File: src/rtl/nll_pkg.sv
package nll_pkg;

    // Default width of the byte position counter
    localparam int POS_BITS_DEF = 16;

    // Saturation limit of the 16-bit counts
    localparam logic [15:0] CNT_MAX = 16'hFFFF;

    // Result queue depth and its fill count width
    localparam int Q_DEPTH   = 4;
    localparam int QCNT_BITS = $clog2(Q_DEPTH + 1);

    // Characters the scanner looks for
    localparam logic [7:0] CH_CR = 8'd13;
    localparam logic [7:0] CH_LF = 8'd10;
    localparam logic [7:0] CH_US = 8'h5F;  // underscore
    localparam logic [7:0] CH_LX = 8'h78;  // x
    localparam logic [7:0] CH_LB = 8'h62;  // b
    localparam logic [7:0] CH_D0 = 8'h30;  // 0
    localparam logic [7:0] CH_D1 = 8'h31;  // 1
    localparam logic [7:0] CH_D9 = 8'h39;  // 9
    localparam logic [7:0] CH_LA = 8'h61;  // a
    localparam logic [7:0] CH_LF_HEX = 8'h66;  // f
    localparam logic [7:0] CH_UA = 8'h41;  // A
    localparam logic [7:0] CH_UF = 8'h46;  // F

    // Scanner mode
    typedef enum logic [2:0] {
        M_IDLE      = 3'd0,
        M_PFX_HEX   = 3'd1,
        M_PFX_BIN   = 3'd2,
        M_HEX_START = 3'd3,
        M_HEX       = 3'd4,
        M_BIN_START = 3'd5,
        M_BIN       = 3'd6,
        M_DEC       = 3'd7
    } t_mode;

    // Token kind reported with each result
    typedef enum logic [2:0] {
        K_HEX       = 3'd0,
        K_BIN       = 3'd1,
        K_DEC       = 3'd2,
        K_ERR_DUP   = 3'd3,
        K_ERR_START = 3'd4
    } t_kind;

    // One result transaction
    typedef struct packed {
        t_kind       kind;
        logic [15:0] col;
        logic [15:0] line;
        logic [15:0] dig;
        logic [15:0] len;
        logic [15:0] start;
        logic        last;
    } t_result;

    // Results handed from the scanner to the queue together
    typedef struct packed {
        logic [1:0] cnt;
        t_result    r0;
        t_result    r1;
    } t_push;

endpackage

File: src/rtl/numeric_literal_lexer.sv
// Number literal finder for a byte stream of source text.
// Input stream: one source byte per transaction on i_s_tdata, i_s_tlast on the
// last byte of a source. Output stream: one token per transaction, kind on
// o_m_tuser, position and counts on o_m_tdata, o_m_tlast on the last token
// caused by one input byte. i_cfg_we/i_cfg_wdata write the halt-on-bad-hex-start
// flag (reset value 1); write it only while the stream is quiet, the block does not check.
// Each byte is resolved once the byte after it arrives, so a token ended by
// byte n shows up after byte n+1 (or byte n itself when it carries tlast) is
// taken. o_m_tvalid rises once that byte has sat in the input register and the
// scanner, when the queue has room, has written its result into the result queue.
// Throughput is one byte per cycle while the queue has room. A byte that yields
// two tokens puts both in a four-entry result queue that drains one per cycle
// while i_m_tready is high; the input stalls while the queue holds more than two
// tokens, so a stalled receiver backs up into o_s_tready and nothing is lost.
// Reset clears the scanner, line and position counters and the queue, and sets
// the configuration flag to 1. After tlast all scanner state returns to reset.
module numeric_literal_lexer
    import nll_pkg::*;
#(
    parameter int POS_BITS = POS_BITS_DEF
) (
    input  logic        i_clk,
    input  logic        i_rst_n,
    input  logic        i_cfg_we,
    input  logic        i_cfg_wdata,
    input  logic        i_s_tvalid,
    output logic        o_s_tready,
    input  logic [7:0]  i_s_tdata,   // in_byte
    input  logic        i_s_tlast,
    output logic        o_m_tvalid,
    input  logic        i_m_tready,
    output logic [79:0] o_m_tdata,   // lead_pos, token_len, digit_count, line_number, column
    output logic [2:0]  o_m_tuser,   // token_kind
    output logic        o_m_tlast
);

    t_push   push;
    logic    room;
    t_result res;

    nll_scan #(
        .POS_BITS (POS_BITS)
    ) u_scan (
        .i_clk       (i_clk),
        .i_rst_n     (i_rst_n),
        .i_cfg_we    (i_cfg_we),
        .i_cfg_wdata (i_cfg_wdata),
        .i_tvalid    (i_s_tvalid),
        .o_tready    (o_s_tready),
        .i_tbyte     (i_s_tdata),
        .i_tlast     (i_s_tlast),
        .i_room      (room),
        .o_push      (push)
    );

    nll_rq u_rq (
        .i_clk    (i_clk),
        .i_rst_n  (i_rst_n),
        .i_push   (push),
        .o_room   (room),
        .o_tvalid (o_m_tvalid),
        .i_tready (i_m_tready),
        .o_res    (res)
    );

    // Pack the head result onto the output stream
    assign o_m_tdata = {res.col, res.line, res.dig, res.len, res.start};
    assign o_m_tuser = res.kind;
    assign o_m_tlast = res.last;

endmodule

File: src/rtl/nll_scan.sv
module nll_scan
    import nll_pkg::*;
#(
    parameter int POS_BITS = POS_BITS_DEF
) (
    input  logic       i_clk,
    input  logic       i_rst_n,
    input  logic       i_cfg_we,
    input  logic       i_cfg_wdata,
    input  logic       i_tvalid,
    output logic       o_tready,
    input  logic [7:0] i_tbyte,
    input  logic       i_tlast,
    input  logic       i_room,
    output t_push      o_push
);

    typedef struct packed {
        t_mode               mode;
        logic [7:0]          held;
        logic                held_v;
        logic [POS_BITS-1:0] bpos;
        logic [15:0]         line;
        logic [POS_BITS:0]   nlpos;
        logic                crlf;
        logic                prior_cr;
        logic [POS_BITS-1:0] tstart;
        logic [15:0]         tlen;
        logic [15:0]         tdig;
        logic                halted;
    } t_state;

    typedef struct packed {
        t_state  st;
        logic    rv;
        t_result res;
    } t_step;

    logic       r_in_valid;
    logic [7:0] r_in_byte;
    logic       r_in_last;
    logic       r_cfg;
    t_state     r_st;
    t_state     n_st;
    logic       fire;

    function automatic t_state f_clear();
        t_state s;
        s = '0;
        s.mode = M_IDLE;
        return s;
    endfunction

    function automatic logic [15:0] f_sat_inc(logic [15:0] v);
        return (v == CNT_MAX) ? v : v + 16'd1;
    endfunction

    function automatic logic f_is_digit(logic [7:0] c);
        return (c >= CH_D0) && (c <= CH_D9);
    endfunction

    function automatic t_kind f_kind(t_mode m);
        t_kind k;
        case (m)
            M_PFX_HEX, M_HEX_START, M_HEX: k = K_HEX;
            M_PFX_BIN, M_BIN_START, M_BIN: k = K_BIN;
            default:                       k = K_DEC;
        endcase
        return k;
    endfunction

    function automatic logic f_fits(t_mode m, logic [7:0] c);
        logic ok;
        if (c == CH_US) begin
            ok = 1'b1;
        end else if (m == M_BIN_START || m == M_BIN) begin
            ok = (c == CH_D0) || (c == CH_D1);
        end else if (f_is_digit(c)) begin
            ok = 1'b1;
        end else if (m == M_DEC) begin
            ok = 1'b0;
        end else begin
            ok = ((c >= CH_LA) && (c <= CH_LF_HEX)) || ((c >= CH_UA) && (c <= CH_UF));
        end
        return ok;
    endfunction

    // Build a result from the open token's position and line
    function automatic t_result f_res(t_state s, t_kind k, logic [15:0] len,
                                      logic [15:0] dig);
        t_result             r;
        logic [POS_BITS:0]   diff;
        logic [POS_BITS+16:0] dw;
        logic [POS_BITS+15:0] sw;
        diff = {1'b0, s.tstart} - s.nlpos;
        if ({1'b0, s.tstart} >= s.nlpos) begin
            dw = {16'b0, diff};
        end else begin
            dw = '0;
        end
        sw      = {16'b0, s.tstart};
        r.kind  = k;
        r.col   = (|dw[POS_BITS+16:16]) ? CNT_MAX : dw[15:0];
        r.line  = s.line;
        r.dig   = dig;
        r.len   = len;
        r.start = sw[15:0];
        r.last  = 1'b0;
        return r;
    endfunction

    function automatic t_state f_add(t_state s, logic [7:0] c);
        t_state o;
        o      = s;
        o.tlen = f_sat_inc(s.tlen);
        if (c != CH_US) begin
            o.tdig = f_sat_inc(s.tdig);
        end
        return o;
    endfunction

    function automatic t_state f_begin(t_state s);
        t_state o;
        o        = s;
        o.tstart = s.bpos;
        o.tlen   = 16'd1;
        o.tdig   = 16'd1;
        return o;
    endfunction

    // Byte seen outside a token: start one or count a line break
    function automatic t_state f_idle(t_state s, logic [7:0] c, logic hn, logic [7:0] nx);
        t_state o;
        o = s;
        if (c == CH_D0) begin
            o = f_begin(s);
            if (hn && nx == CH_LX) begin
                o.mode = M_PFX_HEX;
            end else if (hn && nx == CH_LB) begin
                o.mode = M_PFX_BIN;
            end else begin
                o.mode = M_DEC;
            end
        end else if (f_is_digit(c)) begin
            o      = f_begin(s);
            o.mode = M_DEC;
        end else if (c == CH_CR || c == CH_LF) begin
            if (c == CH_CR && hn && nx == CH_LF) begin
                o.crlf = 1'b1;
            end
            if (!(s.prior_cr && c == CH_LF)) begin
                o.line  = f_sat_inc(s.line);
                o.nlpos = {1'b0, s.bpos} + {{POS_BITS{1'b0}}, o.crlf};
            end
        end
        return o;
    endfunction

    // Process one byte with its lookahead
    function automatic t_step f_take(t_state s, logic [7:0] c, logic hn, logic [7:0] nx,
                                     logic cfg);
        t_step o;
        logic  fatal;
        o.st  = s;
        o.rv  = 1'b0;
        o.res = '0;
        fatal = 1'b0;
        if (!s.halted) begin
            if (s.mode == M_PFX_HEX || s.mode == M_PFX_BIN) begin
                o.st      = f_add(s, c);
                o.st.mode = (s.mode == M_PFX_HEX) ? M_HEX_START : M_BIN_START;
            end else if (s.mode != M_IDLE) begin
                if (c == CH_US && ((s.mode == M_HEX_START && cfg) || s.mode == M_BIN_START))
                begin
                    fatal = 1'b1;
                    o.res = f_res(s, K_ERR_START, 16'd0, 16'd0);
                end else if (c == CH_US && hn && nx == CH_US) begin
                    fatal = 1'b1;
                    o.res = f_res(s, K_ERR_DUP, 16'd0, 16'd0);
                end else if (f_fits(s.mode, c)) begin
                    o.st = f_add(s, c);
                    if (s.mode == M_HEX_START) begin
                        o.st.mode = M_HEX;
                    end else if (s.mode == M_BIN_START) begin
                        o.st.mode = M_BIN;
                    end
                end else begin
                    o.rv      = 1'b1;
                    o.res     = f_res(s, f_kind(s.mode), s.tlen, s.tdig);
                    o.st.mode = M_IDLE;
                    o.st      = f_idle(o.st, c, hn, nx);
                end
            end else begin
                o.st = f_idle(s, c, hn, nx);
            end
            if (fatal) begin
                o.rv        = 1'b1;
                o.st.halted = 1'b1;
                o.st.mode   = M_IDLE;
            end else begin
                o.st.prior_cr = (c == CH_CR);
                o.st.bpos     = o.st.bpos + POS_BITS'(1);
            end
        end
        return o;
    endfunction

    // Hold the input transaction until the queue has room for two results
    assign fire     = r_in_valid && i_room;
    assign o_tready = !r_in_valid || fire;

    always_ff @(posedge i_clk) begin
        if (!i_rst_n) begin
            r_in_valid <= 1'b0;
        end else if (o_tready) begin
            r_in_valid <= i_tvalid;
        end
    end

    always_ff @(posedge i_clk) begin
        if (o_tready && i_tvalid) begin
            r_in_byte <= i_tbyte;
            r_in_last <= i_tlast;
        end
    end

    // Configuration register
    always_ff @(posedge i_clk) begin
        if (!i_rst_n) begin
            r_cfg <= 1'b1;
        end else if (i_cfg_we) begin
            r_cfg <= i_cfg_wdata;
        end
    end

    // Run the held byte, then the new byte when it ends the source
    always_comb begin
        t_step   step1;
        t_step   step2;
        logic    v1;
        logic    v2;
        logic    v3;
        t_result r3;
        if (r_st.held_v) begin
            step1 = f_take(r_st, r_st.held, 1'b1, r_in_byte, r_cfg);
        end else begin
            step1.st  = r_st;
            step1.rv  = 1'b0;
            step1.res = '0;
        end
        step2 = f_take(step1.st, r_in_byte, 1'b0, 8'd0, r_cfg);
        r3    = f_res(step2.st, f_kind(step2.st.mode), step2.st.tlen, step2.st.tdig);
        v1    = step1.rv;
        v2    = r_in_last && step2.rv;
        v3    = r_in_last && !step2.st.halted && (step2.st.mode != M_IDLE);

        if (r_in_last) begin
            n_st = f_clear();
        end else begin
            n_st        = step1.st;
            n_st.held   = r_in_byte;
            n_st.held_v = 1'b1;
        end

        // Keep the first two results in order, mark the final one
        o_push.r0 = r3;
        o_push.r1 = r3;
        if (v1) begin
            o_push.r0 = step1.res;
            o_push.r1 = v2 ? step2.res : r3;
            o_push.cnt = (v2 || v3) ? 2'd2 : 2'd1;
        end else if (v2) begin
            o_push.r0  = step2.res;
            o_push.cnt = v3 ? 2'd2 : 2'd1;
        end else begin
            o_push.cnt = v3 ? 2'd1 : 2'd0;
        end
        if (o_push.cnt == 2'd2) begin
            o_push.r1.last = 1'b1;
        end else begin
            o_push.r0.last = 1'b1;
        end
        if (!fire) begin
            o_push.cnt = 2'd0;
        end
    end

    // Advance scanner state
    always_ff @(posedge i_clk) begin
        if (!i_rst_n) begin
            r_st <= f_clear();
        end else if (fire) begin
            r_st <= n_st;
        end
    end

endmodule

File: src/rtl/nll_rq.sv
module nll_rq
    import nll_pkg::*;
(
    input  logic    i_clk,
    input  logic    i_rst_n,
    input  t_push   i_push,
    output logic    o_room,
    output logic    o_tvalid,
    input  logic    i_tready,
    output t_result o_res
);

    t_result              r_q [Q_DEPTH];
    t_result              n_q [Q_DEPTH];
    logic [QCNT_BITS-1:0] r_cnt;
    logic [QCNT_BITS-1:0] n_cnt;
    logic                 pop;
    logic [QCNT_BITS-1:0] cp;
    logic [QCNT_BITS-1:0] cp1;

    assign o_tvalid = (r_cnt != '0);
    assign o_res    = r_q[0];
    assign o_room   = (r_cnt <= QCNT_BITS'(Q_DEPTH - 2));

    // Shift out the head on a transaction, append new results behind the rest
    always_comb begin
        pop   = o_tvalid && i_tready;
        cp    = r_cnt - QCNT_BITS'(pop);
        cp1   = cp + QCNT_BITS'(1);
        n_cnt = cp + QCNT_BITS'(i_push.cnt);
        for (int i = 0; i < Q_DEPTH; i++) begin
            if (pop && (i + 1 < Q_DEPTH)) begin
                n_q[i] = r_q[(i + 1) % Q_DEPTH];
            end else begin
                n_q[i] = r_q[i];
            end
            if (i_push.cnt != 2'd0 && cp == QCNT_BITS'(i)) begin
                n_q[i] = i_push.r0;
            end
            if (i_push.cnt == 2'd2 && cp1 == QCNT_BITS'(i)) begin
                n_q[i] = i_push.r1;
            end
        end
    end

    always_ff @(posedge i_clk) begin
        if (!i_rst_n) begin
            r_cnt <= '0;
        end else begin
            r_cnt <= n_cnt;
        end
    end

    always_ff @(posedge i_clk) begin
        r_q <= n_q;
    end

endmodule
File: config.mk
export PLATFORM = sky130hd
export DESIGN_NAME = numeric_literal_lexer
export DESIGN_NICKNAME = d
export VERILOG_FILES = /design/src/rtl/nll_pkg.sv /design/src/rtl/numeric_literal_lexer.sv /design/src/rtl/nll_scan.sv /design/src/rtl/nll_rq.sv
export SDC_FILE = /design/constraint.sdc
export NUM_CORES = 2
export LEC_CHECK = 0
export CELL_PAD_IN_SITES_DETAIL_PLACEMENT = 1
export CELL_PAD_IN_SITES_GLOBAL_PLACEMENT = 2
export CORE_ASPECT_RATIO = 1.1
export CORE_UTILIZATION = 45
export CTS_BUF_LIST = sky130_fd_sc_hd__clkbuf_8
export DETAILED_ROUTE_END_ITERATION = 12
export DONT_BUFFER_PORTS = 1
export GPL_TIMING_DRIVEN = 1
export PLACE_DENSITY_LB_ADDON = 0.1
export RECOVER_POWER = 50
export SYNTH_ARGS = -nofsm -noshare
export SYNTH_HDL_FRONTEND = slang
export SYNTH_SLANG_ARGS = --single-unit
File: constraint.sdc
create_clock -name i_clk -period 16.7 [get_ports i_clk]
set_input_delay 1.67 -clock i_clk [delete_from_list [all_inputs] [get_ports i_clk]]
set_output_delay 1.67 -clock i_clk [all_outputs]
set_load 0.1 [all_outputs]
# Word level (Yosys, flattened, before mapping)
# Cells that the tools add are included.
[classes] add_sub_neg=17 n_lt_le_gt_ge=16 eq_ne=48 muxes=171 n_reduce_logical=67
[ops] cell="2-to-1 mux 112 bit" n=14
[ops] cell="2-to-1 mux 84 bit" n=16
[ops] cell="2-to-1 mux 33 bit" n=32
[ops] cell="2-to-1 mux 197 bit" n=3
[ops] cell="2-to-1 mux 85 bit" n=6
[ops] cell="2-to-1 mux 113 bit" n=3
[ops] cell="2-to-1 mux 16 bit" n=16
[ops] cell="2-to-1 mux 34 bit" n=4
[ops] cell="adder 16 x 1 -> 16 bit, second input constant" n=8
[ops] cell="2-to-1 mux 28 bit" n=4
[ops] cell="OR reduction 17 bit" n=6
[ops] cell="2-to-1 mux 49 bit" n=2
[ops] cell="== test 16 bit, second input constant" n=6
[ops] cell="2-to-1 mux 86 bit" n=1
[ops] cell="adder 16 x 1 -> 17 bit" n=3
[ops] cell=">= comparator 16 x 17 -> 1 bit" n=3
[ops] cell="2-to-1 mux 17 bit" n=3
[ops] cell="subtractor 16 x 17 -> 17 bit" n=3
[ops] cell="2-to-1 mux 1 bit" n=48
[ops] cell="== test 3 bit, second input constant" n=11
[ops] cell="== test 8 x 4 -> 1 bit, second input constant" n=4
[ops] cell="== test 8 x 6 -> 1 bit, second input constant" n=4
[ops] cell="== test 8 x 7 -> 1 bit, second input constant" n=4
[ops] cell=">= comparator 8 x 7 -> 1 bit, second input constant" n=4
[ops] cell="other kinds (21)" n=111
[totals] regBits=462 word_cells=364

# Longest topological paths before layout
[depth] ltp_word=71 depth_mapped=30

# Hierarchy
# Synthesis repeated with hierarchy kept, for this count alone.
[unflattened] cells_unflattened=4227 area_unflattened_um2=35836.9
[by_module_without_submodules] module="nll_rq" n_inst=1 cells_per_inst=1880 area_each_um2=19577.5
[by_module_without_submodules] module="nll_scan" n_inst=1 cells_per_inst=2347 area_each_um2=16259.3

# Worst setup path after synthesis
# OpenSTA, ideal clock, no wires.
[synth_timing] kind="register to register" from="register u_scan.r_in_byte[3]" to="register u_rq.r_q[0] (netlist bit), enable pin" setup_time_ns=0.445 t_arrival_ns=7.263 path_slack_ns=8.993 path_stages_with_launch=24 synth_period_minus_slack_ns=7.707 cell_sequence="edfxtp_1 or4b_1 or4_1 nand4_1 o311ai_2 a211o_2 nand2_1 a2bb2oi_1 nand3_1 buf_2 buf_2 o211ai_1 nor3_1 or3_1 inv_1 ha_1 nand3b_1 o21ai_1 and3_1 clkbuf_1 nand2_1 buf_1 clkbuf_1 nand2_1"
[synth_via] elab_chain_cells=40
[synth_lines] element="start, declared" line="nll_scan.sv:40" source="logic [7:0] r_in_byte;"
[synth_lines] element="start signal, assigned" line="nll_scan.sv:222" source="r_in_byte <= i_tbyte;"
[synth_lines] element="== test 8 x 7 -> 1 bit" line="nll_scan.sv:139" source="end else if (hn && nx == CH_LB) begin"
[synth_lines] element="2-to-1 mux 3 bit" line="nll_scan.sv:139"
[synth_lines] element="2-to-1 mux 3 bit" line="nll_scan.sv:137" source="if (hn && nx == CH_LX) begin"
[synth_lines] element="2-to-1 mux 112 bit" line="nll_scan.sv:135" source="if (c == CH_D0) begin"
[synth_lines] element="2-to-1 mux 112 bit" line="nll_scan.sv:180" source="end else if (f_fits(s.mode, c)) begin"
[synth_lines] element="2-to-1 mux 113 bit" line="nll_scan.sv:177" source="end else if (c == CH_US && hn && nx == CH_US) begin"
[synth_lines] element="2-to-1 mux 113 bit" line="nll_scan.sv:173" source="if (c == CH_US && ((s.mode == M_HEX_START && cfg) || s.mode == M_BIN_START))"
[synth_lines] element="2-to-1 mux 112 bit" line="nll_scan.sv:172" source="end else if (s.mode != M_IDLE) begin"
[synth_lines] element="[... 23 more ...]"
[synth_lines] element="logical AND 1 bit (2 in a row)" line="nll_scan.sv:255" source="v3 = r_in_last && !step2.st.halted && (step2.st.mode != M_IDLE);"
[synth_lines] element="2-to-1 mux 1 bit, or another cell as far along" line="nll_scan.sv:276" source="o_push.cnt = v3 ? 2'd1 : 2'd0;"
[synth_lines] element="2-to-1 mux 2 bit, on equally long branches" line="nll_scan.sv:272, nll_scan.sv:271"
[synth_lines] element="2-to-1 mux 86 bit (*)" line="nll_scan.sv:268" source="if (v1) begin"
[synth_lines] element="2-to-1 mux 2 bit (*)" line="nll_scan.sv:283" source="if (!fire) begin"
[synth_lines] element="== test 2 bit or nonzero test 2 bit (tied branches)" line="nll_rq.sv:40, nll_rq.sv:37"
[synth_lines] element="logical AND 1 bit, on equally long branches" line="nll_rq.sv:40, nll_rq.sv:37"
[synth_lines] element="nonzero test 2 bit (no line) (*)"
[synth_lines] element="end signal, assigned" line="nll_rq.sv:55" source="r_q <= n_q;"
[synth_lines] element="end, declared" line="nll_rq.sv:13" source="t_result r_q [Q_DEPTH];"
# Mark *: on every way between the ends. The rest lies on a longest branch, timed or not. The select of a mux whose other input is x is not followed.
# A chain may end at the register's enable or synchronous reset.

==> out/qor.csv <==
stage;metric;value;unit
route;drc violations;0;
yosys;Syn Inst Count;3664;
setup_path;Critical Path Start Type;flop;
finish;area grow syn2layout;5.852;%
sta;clock skew;69.58;ps
clock_network;total clock sinks;462;
setup_path;Reg2Reg Setup Slack;4430;ps
setup_path;Reg2Reg Capture Point;u_rq.r_q[151];
setup_path;Crit path required time;17030;ps
route;drt initial violations;2798;
floorplan;# IOs;101;
outcome;status;finished, violations left;
floorplan;die height;283.0;µm
route;final antenna-violating net count;0;
clock_network;CTS tree;built;
clock_network;CTS resizes;0;
clock_network;CTS Buffer Depth;3;
setup_path;CP max-delay cell;clkbuf_1;
sta;post-route clock period utilization;73.47;%
finish;multi-input logic area;0.01766;mm²
power;Peak VDD IR;0.0001081;V
route;final WL;146400;µm
clock_network;CTS Buf Count;87;
floorplan;Cell Rows;102;
yosys;Synth top area share;32.07;%
setup_path;CP dominant cell by count;nor3_1;
worst_hold_path;Hold Crit Start;u_scan.r_st[50];
route;vias per inst;6.930;
yosys;fraction of registers with async set/reset;0;%
setup_path;RR Startpoint;u_scan.r_in_byte[7];
yosys;mapped cell area;0.03230;mm²
route;via count;31110;
finish;Total Nets Final;3565;
placement;hpwl dp;101400;µm
yosys;cell accounting for the most synthesized area;edfxtp_1;
clock_network;Clk Latency, worst-skew pair;740;ps
setup_path;crit path capture type;flop;
placement;input/output buffers;0;
floorplan;die width;257.5;µm
setup_path;crit path launch;u_scan.r_in_byte[7];
sta;fin crit period;12270;ps
sta;Setup violations, final;0;
clock_network;postcts setup bufs;0;
setup_path;crit path kind;reg2reg;
finish;Reg area;0.01270;mm²
grt;vias in the first global route;31780;
grt;largest net degree at the start of global routing;116;
yosys;Yosys warnings;0;
setup_path;CP arrival;12600;ps
power;Pleak;11.87;nW
yosys;Netlist cell types;107;
floorplan;core area;0.07070;mm²
worst_hold_path;WHS Endpoint;u_scan.r_st[50];
clock_network;CTS Hold Buffers Added;0;
grt;first-pass GRT wire length;214400;µm
finish;layout cells sized above 1;8.587;%
setup_path;CP peak stage delay;1820;ps
yosys;top cells by area, synth;edfxtp_1, dfxtp_1, nand2_1, o21ai_0, a21oi_1;
finish;# fillers;8210;
yosys;Mapped Nets;3748;
worst_hold_path;hold-critical path depth;1;
clock_network;clock-pin slew on the worst setup and hold paths;70;ps
grt;Total GRT Usage;39.33;%
worst_hold_path;worst min path class;reg2reg;
yosys;Yosys reg bits;462;
sta;Max Fclk;81.50;MHz
sta;Worst-Margin Slew;4509;ps
power;PD cells;108.4;mW/mm²
grt;GRT overflow;0;
setup_path;Max FO, Critical Path;35;
yosys;sequential cell area fraction in the yosys report;39.32;%
placement;RD Place Congestion;0.9712;
sta;final hold violations;0;
route;routed len/inst;32.61;µm
placement;DP Worst Slack;8440;ps
route;router iterations before antenna repair;6;
sta;Max Slew Vio Count;693;
floorplan;die area;0.07287;mm²
sta;slack of the critical path;4431;ps
grt;initial antenna violation count;2;
run;max cap viols;18;
clock_network;CTS root buf;clkbuf_8;
outcome;failing checks;capacitance limit, slew limit;
sta;setup_tns;0;ps
yosys;EDFF count, synth;345;
clock_network;H-Tree Depth;3;
sta;Rel. slew slack;-200.6;%
yosys;Mean Syn Cell Area;8.817;µm²
sta;RSZ-0062 raised after global routing;false;
yosys;Most used DFF post-synth;edfxtp_1;
setup_path;depth of the most critical reg-to-reg path;20;
power;PnR Total Power;3.706;mW
floorplan;Initial Utilization;45.69;%
setup_path;ordered cell list for the critical path;nand4b_1 > or3_1 > a211oi_1 > a21o_1 > clkbuf_1 > a31oi_1 > a21boi_0 > a221oi_1 > nor3_1 > or3_1 > inv_1 > ha_1 > nor3_1 > nor3_1 > nand2_1 > clkbuf_1 > nand2_2 > buf_4 > nor2_1 > a221oi_1;
==> logic make-up (layout without fill, tap and decap cells) <==
logic type | count (synthesis) | after routing | synth area share [%]
AOI/OAI and AO/OA | 1306 | 1306 | 27.72
and+or+nand+nor | 1187 | 1187 | 18.20
DFF | 462 | 462 | 39.32
buffers and inverters | 442 | 330 | 6.209
xor gates and xnor gates | 110 | 110 | 2.982
muxes | 88 | 88 | 2.800
adders and majority gates | 69 | 69 | 2.765
other | 0 | 1 | 0
==> critical path, delay by kind of cell, from the launching register on <==
| kind | cells | cell delay (ps) |
|---|---|---|
| AO/OA/AOI/OAI | 6 | 3660 |
| adder cells (fa/ha/maj) | 1 | 250 |
| buffers and inverters | 4 | 3580 |
| flip-flops | 1 | 430 |
| AND/OR/NAND/NOR | 9 | 3910 |
==> cell usage after synthesis (46+ instances only) <==
cell type  instances
mux2i_1           69
edfxtp_1         345
nor3_1            85
dfxtp_1          117
clkbuf_1         234
nor2_1           256
xnor2_1           72
a22oi_1          144
nor2b_1           82
nand2_1          358
nand3_1           90
buf_4             83
a21oi_1          234
and2_1            56
inv_1             86
o21ai_0          262
ha_1              65
o22ai_1           75
o221ai_1          80
a21o_1            46
==> placed cells by master (no fill, tap or decap), types with 45 or more instances in the layout <==
| cell | count |
|---|---|
| nand2_1 | 353 |
| edfxtp_1 | 345 |
| o21ai_0 | 263 |
| nor2_1 | 251 |
| a21oi_1 | 233 |
| a22oi_1 | 144 |
| dfxtp_1 | 117 |
| inv_1 | 114 |
| clkbuf_8 | 95 |
| nand3_1 | 89 |
| nor3_1 | 83 |
| nor2b_1 | 82 |
| o221ai_1 | 80 |
| o22ai_1 | 75 |
| xnor2_1 | 72 |
| mux2i_1 | 69 |
| buf_4 | 68 |
| ha_1 | 65 |
| a21o_1 | 46 |
| nand4_1 | 45 |
==> through the flow <==
step / hold WS (ps) / util [%] / instances / instance area, µm²
3_3_place_gp: 481.7 / 46.09 / 4328 / 32590
2_1_floorplan: 470.6 / - / 3664 / 32300
4_1_cts: 511.8 / 48.59 / 4488 / 34360
6_report: 507.6 / 48.36 / 4489 / 34200
3_5_place_dp: 498.8 / 46.09 / 4328 / 32590
5_1_grt: 516.5 / 48.36 / 4489 / 34200
==> power by group <==
group,total [mW],switching (mW),internal [mW]
Sequential,1.95,0.450,1.50
Combinational,0.580,0.440,0.140
Clock,1.17,0.562,0.609
Total,3.71,1.45,2.25
==> worst max path at each step <==
stage                     slack, ps            end  depth (start not counted)
after floorplan                8990    u_rq.r_q[0]                         23
after global placement         8600   u_rq.r_q[53]                         20
after detailed placement       8440   u_rq.r_q[21]                         20
after CTS                      8370    u_rq.r_q[0]                         20
after global routing           4000   u_rq.r_q[91]                         20
final                          4430  u_rq.r_q[151]                         20
==> routing by layer <==
| metal | track usage (%) | routed length, µm | vias to the layer above | share of wire [%] |
|---|---|---|---|---|
| met2 | 65.64 | 69720 | 1418 | 48 |
| met4 | 32.54 | 13800 | 4 | 9.4 |
| met5 | 0 | 19 | - | 0.013 |
| met1 | 44.93 | 54430 | 15680 | 37 |
| met3 | 4.992 | 8403 | 462 | 5.7 |
| li1 | - | - | 13550 | - |
==> sequential cells by signal, summed over array words and instances, names as in the netlist <==
signal / flops
u_scan.r_in_last: 1
u_scan.r_in_valid: 1
u_scan.r_in_byte: 8
u_rq.r_q: 252
u_rq.r_cnt: 3
u_scan.r_cfg: 1
u_rq.o_res: 84
u_scan.r_st: 112
==> cell type report <==
class / instances / area share (%)
Multi-Input combinational cell: 2760 / 51.64
Sequential cell: 462 / 37.15
Clock buffer: 95 / 3.824
Tap cell: 936 / 3.425
Timing Repair Buffer: 83 / 1.658
Clock inverter: 65 / 1.343
Inverter: 87 / 0.9550
Antenna cell: 1 / 0.007318
Power figures use the tool's default switching activity.
